### src/design/jase_pkg.sv
// ----------------------------------------------------------------------------
// JSON ASCII string escaper package
// Shared types, character codes and helper functions for the escaper.
// ----------------------------------------------------------------------------
package jase_pkg;

  // Character codes that the escaper looks for or produces.
  localparam logic [7:0] CH_QUOTE  = 8'h22;
  localparam logic [7:0] CH_BSLASH = 8'h5C;
  localparam logic [7:0] CH_BS     = 8'h08;
  localparam logic [7:0] CH_TAB    = 8'h09;
  localparam logic [7:0] CH_LF     = 8'h0A;
  localparam logic [7:0] CH_FF     = 8'h0C;
  localparam logic [7:0] CH_CR     = 8'h0D;
  localparam logic [7:0] CH_LT     = 8'h3C;
  localparam logic [7:0] CH_GT     = 8'h3E;
  localparam logic [7:0] CH_AMP    = 8'h26;
  localparam logic [7:0] CH_APOS   = 8'h27;
  localparam logic [7:0] CH_SPACE  = 8'h20;
  localparam logic [7:0] CH_DEL    = 8'h7F;
  localparam logic [7:0] CH_B      = 8'h62;
  localparam logic [7:0] CH_T      = 8'h74;
  localparam logic [7:0] CH_N      = 8'h6E;
  localparam logic [7:0] CH_F      = 8'h66;
  localparam logic [7:0] CH_R      = 8'h72;
  localparam logic [7:0] CH_U      = 8'h75;
  localparam logic [7:0] CH_NUL    = 8'h00;

  // UTF-8 decoding constants.
  localparam logic [7:0]  UTF_LEAD2    = 8'hE0;
  localparam logic [7:0]  UTF_LEAD3    = 8'hF0;
  localparam logic [1:0]  UTF_CONT_TAG = 2'b10;
  localparam logic [20:0] BMP_MAX      = 21'h00FFFF;
  localparam logic [20:0] SUPP_BASE    = 21'h010000;
  localparam logic [15:0] SURR_HI_BASE = 16'hD800;
  localparam logic [15:0] SURR_LO_BASE = 16'hDC00;

  // Kind of output sequence that one input byte produces.
  typedef enum logic [2:0] {
    JOB_CHAR, // one plain byte
    JOB_PAIR, // backslash and one letter
    JOB_U4,   // one \uxxxx escape
    JOB_U8,   // surrogate pair, two \uxxxx escapes
    JOB_ERR   // single error result
  } job_kind_e;

  typedef struct packed {
    job_kind_e   kind;
    logic [7:0]  ch;   // plain byte or escape letter
    logic [15:0] hi;   // first (or only) 16-bit value of a \u escape
    logic [15:0] lo;   // second half of a surrogate pair
    logic        eot;  // the byte closed the text
  } job_t;

  // Number of result bytes of a job.
  function automatic logic [3:0] job_len(job_kind_e kind);
    logic [3:0] len;
    unique case (kind)
      JOB_CHAR: len = 4'd1;
      JOB_PAIR: len = 4'd2;
      JOB_U4:   len = 4'd6;
      JOB_U8:   len = 4'd12;
      JOB_ERR:  len = 4'd1;
      default:  len = 4'd1;
    endcase
    return len;
  endfunction

  // Lowercase hex digit of a nibble.
  function automatic logic [7:0] hex_digit(logic [3:0] nib);
    logic [7:0] dig;
    if (nib < 4'd10) begin
      dig = 8'h30 + {4'h0, nib};
    end else begin
      dig = 8'h57 + {4'h0, nib};
    end
    return dig;
  endfunction

endpackage

### src/design/jase_in_if.sv
// ----------------------------------------------------------------------------
// Escaper input channel
// Valid/ready channel carrying one raw UTF-8 byte per request.
// ----------------------------------------------------------------------------
interface jase_in_if;
  logic       valid;
  logic       ready;
  logic [7:0] in_byte;
  logic       end_of_text;

  modport source (output valid, output in_byte, output end_of_text, input ready);
  modport sink   (input valid, input in_byte, input end_of_text, output ready);
endinterface

### src/design/jase_out_if.sv
// ----------------------------------------------------------------------------
// Escaper output channel
// Valid/ready channel carrying one escaped ASCII byte per request.
// ----------------------------------------------------------------------------
interface jase_out_if;
  logic       valid;
  logic       ready;
  logic [7:0] out_byte;
  logic       last;
  logic       error;

  modport source (output valid, output out_byte, output last, output error, input ready);
  modport sink   (input valid, input out_byte, input last, input error, output ready);
endinterface

### src/design/json_ascii_string_escaper_top.sv
// The escaper takes UTF-8 text one byte per request and returns its JSON,
// ASCII-only escaped form one byte per request, with last marking the final
// byte of each text and error (with a zero byte and last) reporting malformed
// UTF-8, after which the rest of that text is dropped. A byte that yields one
// result (plain ASCII) is accepted every cycle while the sink is ready; a byte
// whose escape expands to N result bytes (2 for short escapes, 6 for \uxxxx,
// 12 for a surrogate pair) holds the input while the emitter writes them into
// the output register one byte per cycle as the sink takes them. Bytes that
// yield no result (lead and inner continuation bytes, skipped bytes) are
// accepted one per cycle while the job register is free. The output register
// lets the next byte be taken while a result waits on a stalled sink.

// ----------------------------------------------------------------------------
// JSON ASCII string escaper top level
// Decoder stage with the UTF-8 state and job register, followed by the
// emitter stage with the output register.
// ----------------------------------------------------------------------------
module json_ascii_string_escaper_top import jase_pkg::*; (
  input  logic       clk_i,
  input  logic       rst_ni,
  jase_in_if.sink    in_i,
  jase_out_if.source out_o
);

  // The job register sits between the two stages. A job leaves it when the
  // emitter loads its final byte, and that same cycle frees the decoder to
  // accept the next input byte.
  job_t       job;
  logic       job_valid;
  logic       job_taken;
  logic [3:0] emit_idx;

  jase_decode u_decode (
    .clk_i       (clk_i),
    .rst_ni      (rst_ni),
    .in_i        (in_i),
    .job_taken_i (job_taken),
    .job_o       (job),
    .job_valid_o (job_valid)
  );

  jase_emit u_emit (
    .clk_i       (clk_i),
    .rst_ni      (rst_ni),
    .job_i       (job),
    .job_valid_i (job_valid),
    .job_taken_o (job_taken),
    .idx_o       (emit_idx),
    .out_o       (out_o)
  );

`ifndef SYNTHESIS
  // An error result is always a zero byte that closes the text.
  assert property (@(posedge clk_i) disable iff (!rst_ni)
    out_o.valid && out_o.error |-> out_o.last && (out_o.out_byte == CH_NUL))
    else $error("error result without last or with nonzero byte");

  // The emitter position never runs past the length of the pending job.
  assert property (@(posedge clk_i) disable iff (!rst_ni)
    job_valid |-> (emit_idx < job_len(job.kind)))
    else $error("emitter index beyond job length");

  // A job is only retired while one is pending.
  assert property (@(posedge clk_i) disable iff (!rst_ni)
    job_taken |-> job_valid)
    else $error("job retired with no job pending");

  // Between jobs the emitter position is back at the start.
  assert property (@(posedge clk_i) disable iff (!rst_ni)
    job_taken |=> (emit_idx == 4'd0))
    else $error("emitter index not cleared after a job");
`endif

endmodule

### src/design/jase_decode.sv
// ----------------------------------------------------------------------------
// Escaper byte decoder
// Classifies each accepted byte, tracks UTF-8 decoding state and registers
// the resulting output job.
// ----------------------------------------------------------------------------
module jase_decode import jase_pkg::*; (
  input  logic   clk_i,
  input  logic   rst_ni,
  jase_in_if.sink in_i,
  input  logic   job_taken_i,
  output job_t   job_o,
  output logic   job_valid_o
);

  logic [20:0] acc_q, acc_d;
  logic [1:0]  rem_q, rem_d;
  logic        skip_q, skip_d;
  job_t        job_q, job_d;
  logic        job_valid_q;
  logic        new_job;
  logic        accept;
  logic [7:0]  b;
  logic        eot;
  logic [20:0] acc_shift;
  logic [20:0] supp;

  assign in_i.ready  = !job_valid_q || job_taken_i;
  assign accept      = in_i.valid && in_i.ready;
  assign job_o       = job_q;
  assign job_valid_o = job_valid_q;

  assign b         = in_i.in_byte;
  assign eot       = in_i.end_of_text;
  assign acc_shift = {acc_q[14:0], b[5:0]};
  assign supp      = acc_shift - SUPP_BASE;

  always_comb begin
    acc_d       = acc_q;
    rem_d       = rem_q;
    skip_d      = skip_q;
    new_job     = 1'b0;
    job_d.kind  = JOB_CHAR;
    job_d.ch    = b;
    job_d.hi    = {8'h00, b};
    job_d.lo    = 16'h0000;
    job_d.eot   = eot;

    if (skip_q) begin
      // Discard the rest of an aborted text.
      if (eot) begin
        skip_d = 1'b0;
      end
    end else if (rem_q == 2'd0) begin
      new_job = 1'b1;
      unique case (b) inside
        CH_QUOTE, CH_BSLASH: begin
          job_d.kind = JOB_PAIR;
        end
        CH_BS: begin
          job_d.kind = JOB_PAIR;
          job_d.ch   = CH_B;
        end
        CH_TAB: begin
          job_d.kind = JOB_PAIR;
          job_d.ch   = CH_T;
        end
        CH_LF: begin
          job_d.kind = JOB_PAIR;
          job_d.ch   = CH_N;
        end
        CH_FF: begin
          job_d.kind = JOB_PAIR;
          job_d.ch   = CH_F;
        end
        CH_CR: begin
          job_d.kind = JOB_PAIR;
          job_d.ch   = CH_R;
        end
        CH_LT, CH_GT, CH_AMP, CH_APOS: begin
          job_d.kind = JOB_U4;
        end
        default: begin
          if (b < CH_SPACE || b == CH_DEL) begin
            job_d.kind = JOB_U4;
          end else if (!b[7]) begin
            job_d.kind = JOB_CHAR;
          end else begin
            // Lead byte of a multibyte sequence.
            new_job = 1'b0;
            if (b < UTF_LEAD2) begin
              rem_d = 2'd1;
              acc_d = {16'h0000, b[4:0]};
            end else if (b < UTF_LEAD3) begin
              rem_d = 2'd2;
              acc_d = {17'h00000, b[3:0]};
            end else begin
              rem_d = 2'd3;
              acc_d = {18'h00000, b[2:0]};
            end
            if (eot) begin
              new_job    = 1'b1;
              job_d.kind = JOB_ERR;
              acc_d      = '0;
              rem_d      = 2'd0;
            end
          end
        end
      endcase
    end else begin
      if (b[7:6] != UTF_CONT_TAG) begin
        new_job    = 1'b1;
        job_d.kind = JOB_ERR;
        acc_d      = '0;
        rem_d      = 2'd0;
        skip_d     = !eot;
      end else begin
        acc_d = acc_shift;
        rem_d = rem_q - 2'd1;
        if (rem_q != 2'd1) begin
          if (eot) begin
            new_job    = 1'b1;
            job_d.kind = JOB_ERR;
            acc_d      = '0;
            rem_d      = 2'd0;
          end
        end else begin
          new_job = 1'b1;
          acc_d   = '0;
          if (acc_shift <= BMP_MAX) begin
            job_d.kind = JOB_U4;
            job_d.hi   = acc_shift[15:0];
          end else begin
            job_d.kind = JOB_U8;
            job_d.hi   = SURR_HI_BASE + {5'h00, supp[20:10]};
            job_d.lo   = SURR_LO_BASE + {6'h00, supp[9:0]};
          end
        end
      end
    end
  end

  always_ff @(posedge clk_i or negedge rst_ni) begin
    if (!rst_ni) begin
      acc_q       <= '0;
      rem_q       <= 2'd0;
      skip_q      <= 1'b0;
      job_valid_q <= 1'b0;
    end else begin
      if (accept) begin
        acc_q       <= acc_d;
        rem_q       <= rem_d;
        skip_q      <= skip_d;
        job_valid_q <= new_job;
      end else if (job_taken_i) begin
        job_valid_q <= 1'b0;
      end
    end
  end

  always_ff @(posedge clk_i) begin
    if (accept && new_job) begin
      job_q <= job_d;
    end
  end

endmodule

### src/design/jase_emit.sv
// ----------------------------------------------------------------------------
// Escaper byte emitter
// Steps through the bytes of the pending job and fills the output register.
// ----------------------------------------------------------------------------
module jase_emit import jase_pkg::*; (
  input  logic       clk_i,
  input  logic       rst_ni,
  input  job_t       job_i,
  input  logic       job_valid_i,
  output logic       job_taken_o,
  output logic [3:0] idx_o,
  jase_out_if.source out_o
);

  logic [3:0]  idx_q;
  logic        out_valid_q;
  logic [7:0]  out_byte_q;
  logic        last_q;
  logic        error_q;
  logic        load;
  logic        final_byte;
  logic        second;
  logic [3:0]  pos;
  logic [15:0] val;
  logic [7:0]  byte_d;

  assign load        = job_valid_i && (!out_valid_q || out_o.ready);
  assign final_byte  = (idx_q == job_len(job_i.kind) - 4'd1);
  assign job_taken_o = load && final_byte;
  assign idx_o       = idx_q;

  // Position inside the current \uxxxx escape and the value it spells.
  assign second = (idx_q >= 4'd6);
  assign pos    = second ? idx_q - 4'd6 : idx_q;
  assign val    = second ? job_i.lo : job_i.hi;

  always_comb begin
    byte_d = CH_NUL;
    unique case (job_i.kind)
      JOB_CHAR: byte_d = job_i.ch;
      JOB_PAIR: byte_d = (idx_q == 4'd0) ? CH_BSLASH : job_i.ch;
      JOB_U4, JOB_U8: begin
        case (pos)
          4'd0:    byte_d = CH_BSLASH;
          4'd1:    byte_d = CH_U;
          4'd2:    byte_d = hex_digit(val[15:12]);
          4'd3:    byte_d = hex_digit(val[11:8]);
          4'd4:    byte_d = hex_digit(val[7:4]);
          4'd5:    byte_d = hex_digit(val[3:0]);
          default: byte_d = CH_NUL;
        endcase
      end
      JOB_ERR: byte_d = CH_NUL;
      default: byte_d = CH_NUL;
    endcase
  end

  always_ff @(posedge clk_i or negedge rst_ni) begin
    if (!rst_ni) begin
      idx_q       <= 4'd0;
      out_valid_q <= 1'b0;
    end else begin
      if (load) begin
        out_valid_q <= 1'b1;
        idx_q       <= final_byte ? 4'd0 : idx_q + 4'd1;
      end else if (out_o.ready) begin
        out_valid_q <= 1'b0;
      end
    end
  end

  always_ff @(posedge clk_i) begin
    if (load) begin
      out_byte_q <= byte_d;
      error_q    <= (job_i.kind == JOB_ERR);
      last_q     <= (job_i.kind == JOB_ERR) || (job_i.eot && final_byte);
    end
  end

  assign out_o.valid    = out_valid_q;
  assign out_o.out_byte = out_byte_q;
  assign out_o.last     = last_q;
  assign out_o.error    = error_q;

endmodule
### src/flat_wrapper.sv
// flat-port wrapper written by rule: the top's interface ports become plain ports
module json_ascii_string_escaper_top_flat import jase_pkg::*;
  (clk_i, rst_ni, in_i_valid, in_i_in_byte, in_i_end_of_text, in_i_ready, out_o_valid, out_o_out_byte, out_o_last, out_o_error, out_o_ready);
  jase_in_if in_i_i ();
  jase_out_if out_o_i ();
  input  logic clk_i;
  input  logic rst_ni;
  input wire logic [$bits(in_i_i.valid)-1:0] in_i_valid;
  input wire logic [$bits(in_i_i.in_byte)-1:0] in_i_in_byte;
  input wire logic [$bits(in_i_i.end_of_text)-1:0] in_i_end_of_text;
  output wire logic [$bits(in_i_i.ready)-1:0] in_i_ready;
  output wire logic [$bits(out_o_i.valid)-1:0] out_o_valid;
  output wire logic [$bits(out_o_i.out_byte)-1:0] out_o_out_byte;
  output wire logic [$bits(out_o_i.last)-1:0] out_o_last;
  output wire logic [$bits(out_o_i.error)-1:0] out_o_error;
  input wire logic [$bits(out_o_i.ready)-1:0] out_o_ready;
  assign in_i_i.valid = in_i_valid;
  assign in_i_i.in_byte = in_i_in_byte;
  assign in_i_i.end_of_text = in_i_end_of_text;
  assign in_i_ready = in_i_i.ready;
  assign out_o_valid = out_o_i.valid;
  assign out_o_out_byte = out_o_i.out_byte;
  assign out_o_last = out_o_i.last;
  assign out_o_error = out_o_i.error;
  assign out_o_i.ready = out_o_ready;
  json_ascii_string_escaper_top u_core (.clk_i(clk_i), .rst_ni(rst_ni), .in_i(in_i_i), .out_o(out_o_i));
endmodule
### config.mk
export PLATFORM = sky130hd
export DESIGN_NAME = json_ascii_string_escaper_top_flat
export DESIGN_NICKNAME = d
export VERILOG_FILES = /design/src/design/jase_pkg.sv /design/src/design/jase_in_if.sv /design/src/design/jase_out_if.sv /design/src/design/json_ascii_string_escaper_top.sv /design/src/design/jase_decode.sv /design/src/design/jase_emit.sv /design/src/flat_wrapper.sv
export SDC_FILE = /design/constraint.sdc
export NUM_CORES = 1
export LEC_CHECK = 0
export BUFFER_PORTS_ARGS = -buffer_cell sky130_fd_sc_hd__clkbuf_2
export CORE_MARGIN = 3
export CORE_UTILIZATION = 60
export CTS_BUF_LIST = sky130_fd_sc_hd__clkbuf_4
export DETAILED_ROUTE_END_ITERATION = 8
export PLACE_DENSITY_LB_ADDON = 0.08
export REMOVE_ABC_BUFFERS = 1
export SLEW_MARGIN = 25
export SYNTH_ARGS = -nofsm -noshare
export SYNTH_HDL_FRONTEND = slang
export SYNTH_SLANG_ARGS = --single-unit
export TNS_END_PERCENT = 100
### constraint.sdc
create_clock -name clk_i -period 8.5 [get_ports clk_i]
set_input_delay 0.425 -clock clk_i [delete_from_list [all_inputs] [get_ports clk_i]]
set_output_delay 0.425 -clock clk_i [all_outputs]
set_load 0.02 [all_outputs]
==> impl_metrics.env <==
export IMPL_status="finished, final reports clean"
export IMPL_setup_ws_ps=4550
export IMPL_num_io_pins=25
export IMPL_setup_violations=0
export IMPL_die_h_um=94.7
export IMPL_rsz0062_at_grt="false"
export IMPL_cp_max_fo=20
export IMPL_cts_hold_buf=0
export IMPL_endpoint_kind="register"
export IMPL_synth_edff_count=49
export IMPL_dieArea_sq_mm=0.00897
export IMPL_cts_resized_gates=0
export IMPL_avgSynthCellArea_sq_um=9.80
export IMPL_post_dp_cell_area_sq_mm=0.00484
export IMPL_hold_viol=0
export IMPL_drive_above_1_share_pct=13.7
export IMPL_place_congestion=1.08
export IMPL_netlist_instances=482
export IMPL_cts_buffers=9
export IMPL_critPathKind="reg -> reg"
export IMPL_synth_warnings=0
export IMPL_finalClockSkew_ps=16.0
export IMPL_grt_max_degree=40
export IMPL_start_util_pct=63.4
export IMPL_groute_usage_overall_pct=25.4
export IMPL_drv_cap=0
export IMPL_fin_tns_setup_ps=0
export IMPL_place_hpwl_mm=7.92
export IMPL_ir_worst_vdd_v=0.000215
export IMPL_n_fill_cell=620
export IMPL_fmax_mhz=253
export IMPL_worst_pin_slew_ps=897
export IMPL_yosysSeqAreaShare_pct=43.9
export IMPL_synth_cell_type_count=74
export IMPL_cts_htree_levels=3
export IMPL_cts_setup_buffers=0
export IMPL_dp_slack_ps=4640
export IMPL_ys_ff_latch=73
export IMPL_die_w_um=94.7
export IMPL_viasPerCell=6.39
export IMPL_critical_path_startpoint_type="register"
export IMPL_hold_path_class="in -> async"
export IMPL_power_density_mw_per_mm2=348
export IMPL_slew_headroom_pct=40.2
export IMPL_drc=0
export IMPL_portBuffers=24
export IMPL_fin_crit_ps=3950
export IMPL_power_leakage_nw=2.02
export IMPL_clk_latency_ps=420
export IMPL_multi_input_area_sq_mm=0.00240
export IMPL_num_rows=31
export IMPL_nets=515
export IMPL_area_growth_pct=6.44
export IMPL_cp_required_ps=8760
export IMPL_coreArea_sq_mm=0.00745
export IMPL_antenna_left=0
export IMPL_synth_ff_type="edfxtp_1"
export IMPL_grt_antenna_before_repair=0
export IMPL_synth_top_cell_area_share_pct=31.2
export IMPL_fin_area_sq_mm=0.00503
export IMPL_drv_slew=0
export IMPL_wl_mm=10.9
export IMPL_initialDrtViolationCount=317
export IMPL_cts_buffer_depth=2
export IMPL_cp_arrival_ps=4210
export IMPL_grt_pass1_vias=3601
export IMPL_cts_tree="done"
export IMPL_grt_first_pass_wirelength_mm=17.6
export IMPL_synth_largest_area_cell="edfxtp_1"
export IMPL_vias=3801
export IMPL_synthTopCellsByArea="edfxtp_1, dfrtp_1, mux2i_1, nand2_1, o21ai_0"
export IMPL_n_antenna_cell=0
export IMPL_cts_clk_slew_worst_paths_ps=130
export IMPL_clock_sinks=73
export IMPL_postSynth_asyncResetShare_pct=32.9
export IMPL_firstDrtPassIters=5
export IMPL_seqCellArea_sq_mm=0.00207
export IMPL_syn_area_sq_mm=0.00472
export IMPL_final_core_util_pct=67.5
export IMPL_grt_overflow=0
export IMPL_fin_crit_sh_pct=46.5
export IMPL_routedWlPerCell_um=18.4
export IMPL_root_buffer="clkbuf_4"
[worst paths after layout]
path,from,to,slack [ps],cells past startpoint
max,u_core.u_emit.idx_o[0],u_core.u_emit.out_o.out_byte[4],4550,12
min,rst_ni,u_core.u_emit.idx_o[3],3,1
max reg2reg,u_core.u_emit.idx_o[0],u_core.u_emit.out_o.out_byte[4],4550,12
min reg2reg,u_core.u_decode.rem_q[1],u_core.u_decode.rem_q[1],520,1
max in group asynchronous,rst_ni,u_core.u_decode.acc_q[6],8060,1
min in group clk_i,in_i_valid,u_core.u_decode.skip_q,280,2
[cell families (layout without fill, tap and decap cells)]
kind of cell               after synthesis  in the layout  synth area share, %
DFF                                     73             73                 43.9
AOI/OAI and AO/OA                      128            128                 19.8
xor gates and xnor gates                 8              8                 1.48
and+or+nand+nor                        175            175                 19.6
muxes                                   29             29                 6.78
buffers and inverters                   58             72                 5.54
adders and majority gates               11             11                 2.91
[stage by stage]
| step | std cells | hold WS [ps] | total power, mW |
|---|---|---|---|
| floorplan | 453 | 129 | 1.24 |
| global placement | 578 | 469 | 1.45 |
| detailed placement | 578 | 474 | 1.48 |
| CTS | 594 | 6.36 | 1.73 |
| global route | 595 | 28.4 | 1.87 |
| finish | 595 | 3.47 | 1.75 |
[flip-flops by register name (all words and copies together) (netlist names), 2 cells and up]
name	cells
u_core.u_emit.idx_o	4
u_core.u_emit.out_o.out_byte	8
u_core.u_decode.acc_q	15
u_core.u_decode.rem_q	2
u_core.u_decode.job_o	39
[cells in the mapped netlist, types with 5 or more instances]
master,instances
xor2_1,5
nor2_1,36
and3_1,10
nor3_1,15
clkbuf_1,15
nand3_1,12
ha_1,11
mux2i_1,20
o211a_1,5
nand2_1,44
nand2b_1,16
o21ai_0,28
and2_1,5
buf_2,8
inv_1,29
nor2b_1,9
a211oi_1,6
o211ai_1,8
a21oi_1,22
mux2_4,5
a31oi_1,6
dfrtp_1,24
edfxtp_1,49
[layer usage]
| layer | wire length [um] | track usage (%) | part of all wire [%] | vias to the layer above |
|---|---|---|---|---|
| met5 | 0 | 0 | 0 | - |
| met4 | 327 | 10.6 | 3.0 | 0 |
| met3 | 632 | 5.34 | 5.8 | 35 |
| met2 | 5320 | 41.1 | 49 | 159 |
| met1 | 4660 | 33.2 | 43 | 1804 |
| li1 | - | - | - | 1803 |
[cell type report]
| type | instances | area share [%] |
|---|---|---|
| well taps | 99 | 2.46 |
| flip-flops and latches | 73 | 41.2 |
| clock inverters | 3 | 1.29 |
| inverters | 29 | 2.17 |
| clock buffers | 13 | 1.94 |
| repair buffers | 27 | 3.24 |
| multi-input cells | 351 | 47.7 |
[layout by cell type, fill, tap and decap left out, types with 3 or more instances in the layout]
cell       synthesis  layout
inv_1             29      29
mux2_4             5       5
o211a_1            5       5
mux2_2             4       4
nor3_1            15      15
and3_1            10      10
a31oi_1            6       6
ha_1              11      11
a311oi_1           3       3
a2111oi_0          3       3
nand3_1           12      12
a211oi_1           6       6
xor2_1             5       5
edfxtp_1          49      49
nand2b_1          16      16
nand2_1           44      44
clkbuf_2           0      24
nor2_1            36      36
mux2i_1           20      20
o21ai_1            4       4
nor2b_1            9       8
nand3b_1           3       3
xnor2_1            3       3
o21ai_0           28      28
clkbuf_4           0      13
nand4_1            3       3
dfrtp_1           24      24
nor3b_1            3       3
o211ai_1           8       8
a21o_1             3       3
o31ai_1            4       4
o21a_1             4       4
and2_1             5       5
a21oi_1           22      22
[critical path, cell delays in order (launching register included)]
cell	delay [ps]
dfrtp_1	810
inv_1	360
ha_1	420
o21ai_1	370
nand2_1	350
mux2i_1	260
ha_1	210
inv_1	60
a21oi_1	150
o21ai_1	70
a2111oi_0	430
nor3b_1	100
a22oi_1	190
[power by group]
group | switching (mW) | internal [mW]
sequential | 0.133 | 0.493
combinational | 0.534 | 0.333
clock | 0.123 | 0.133
Power figures use the tool's default switching activity.
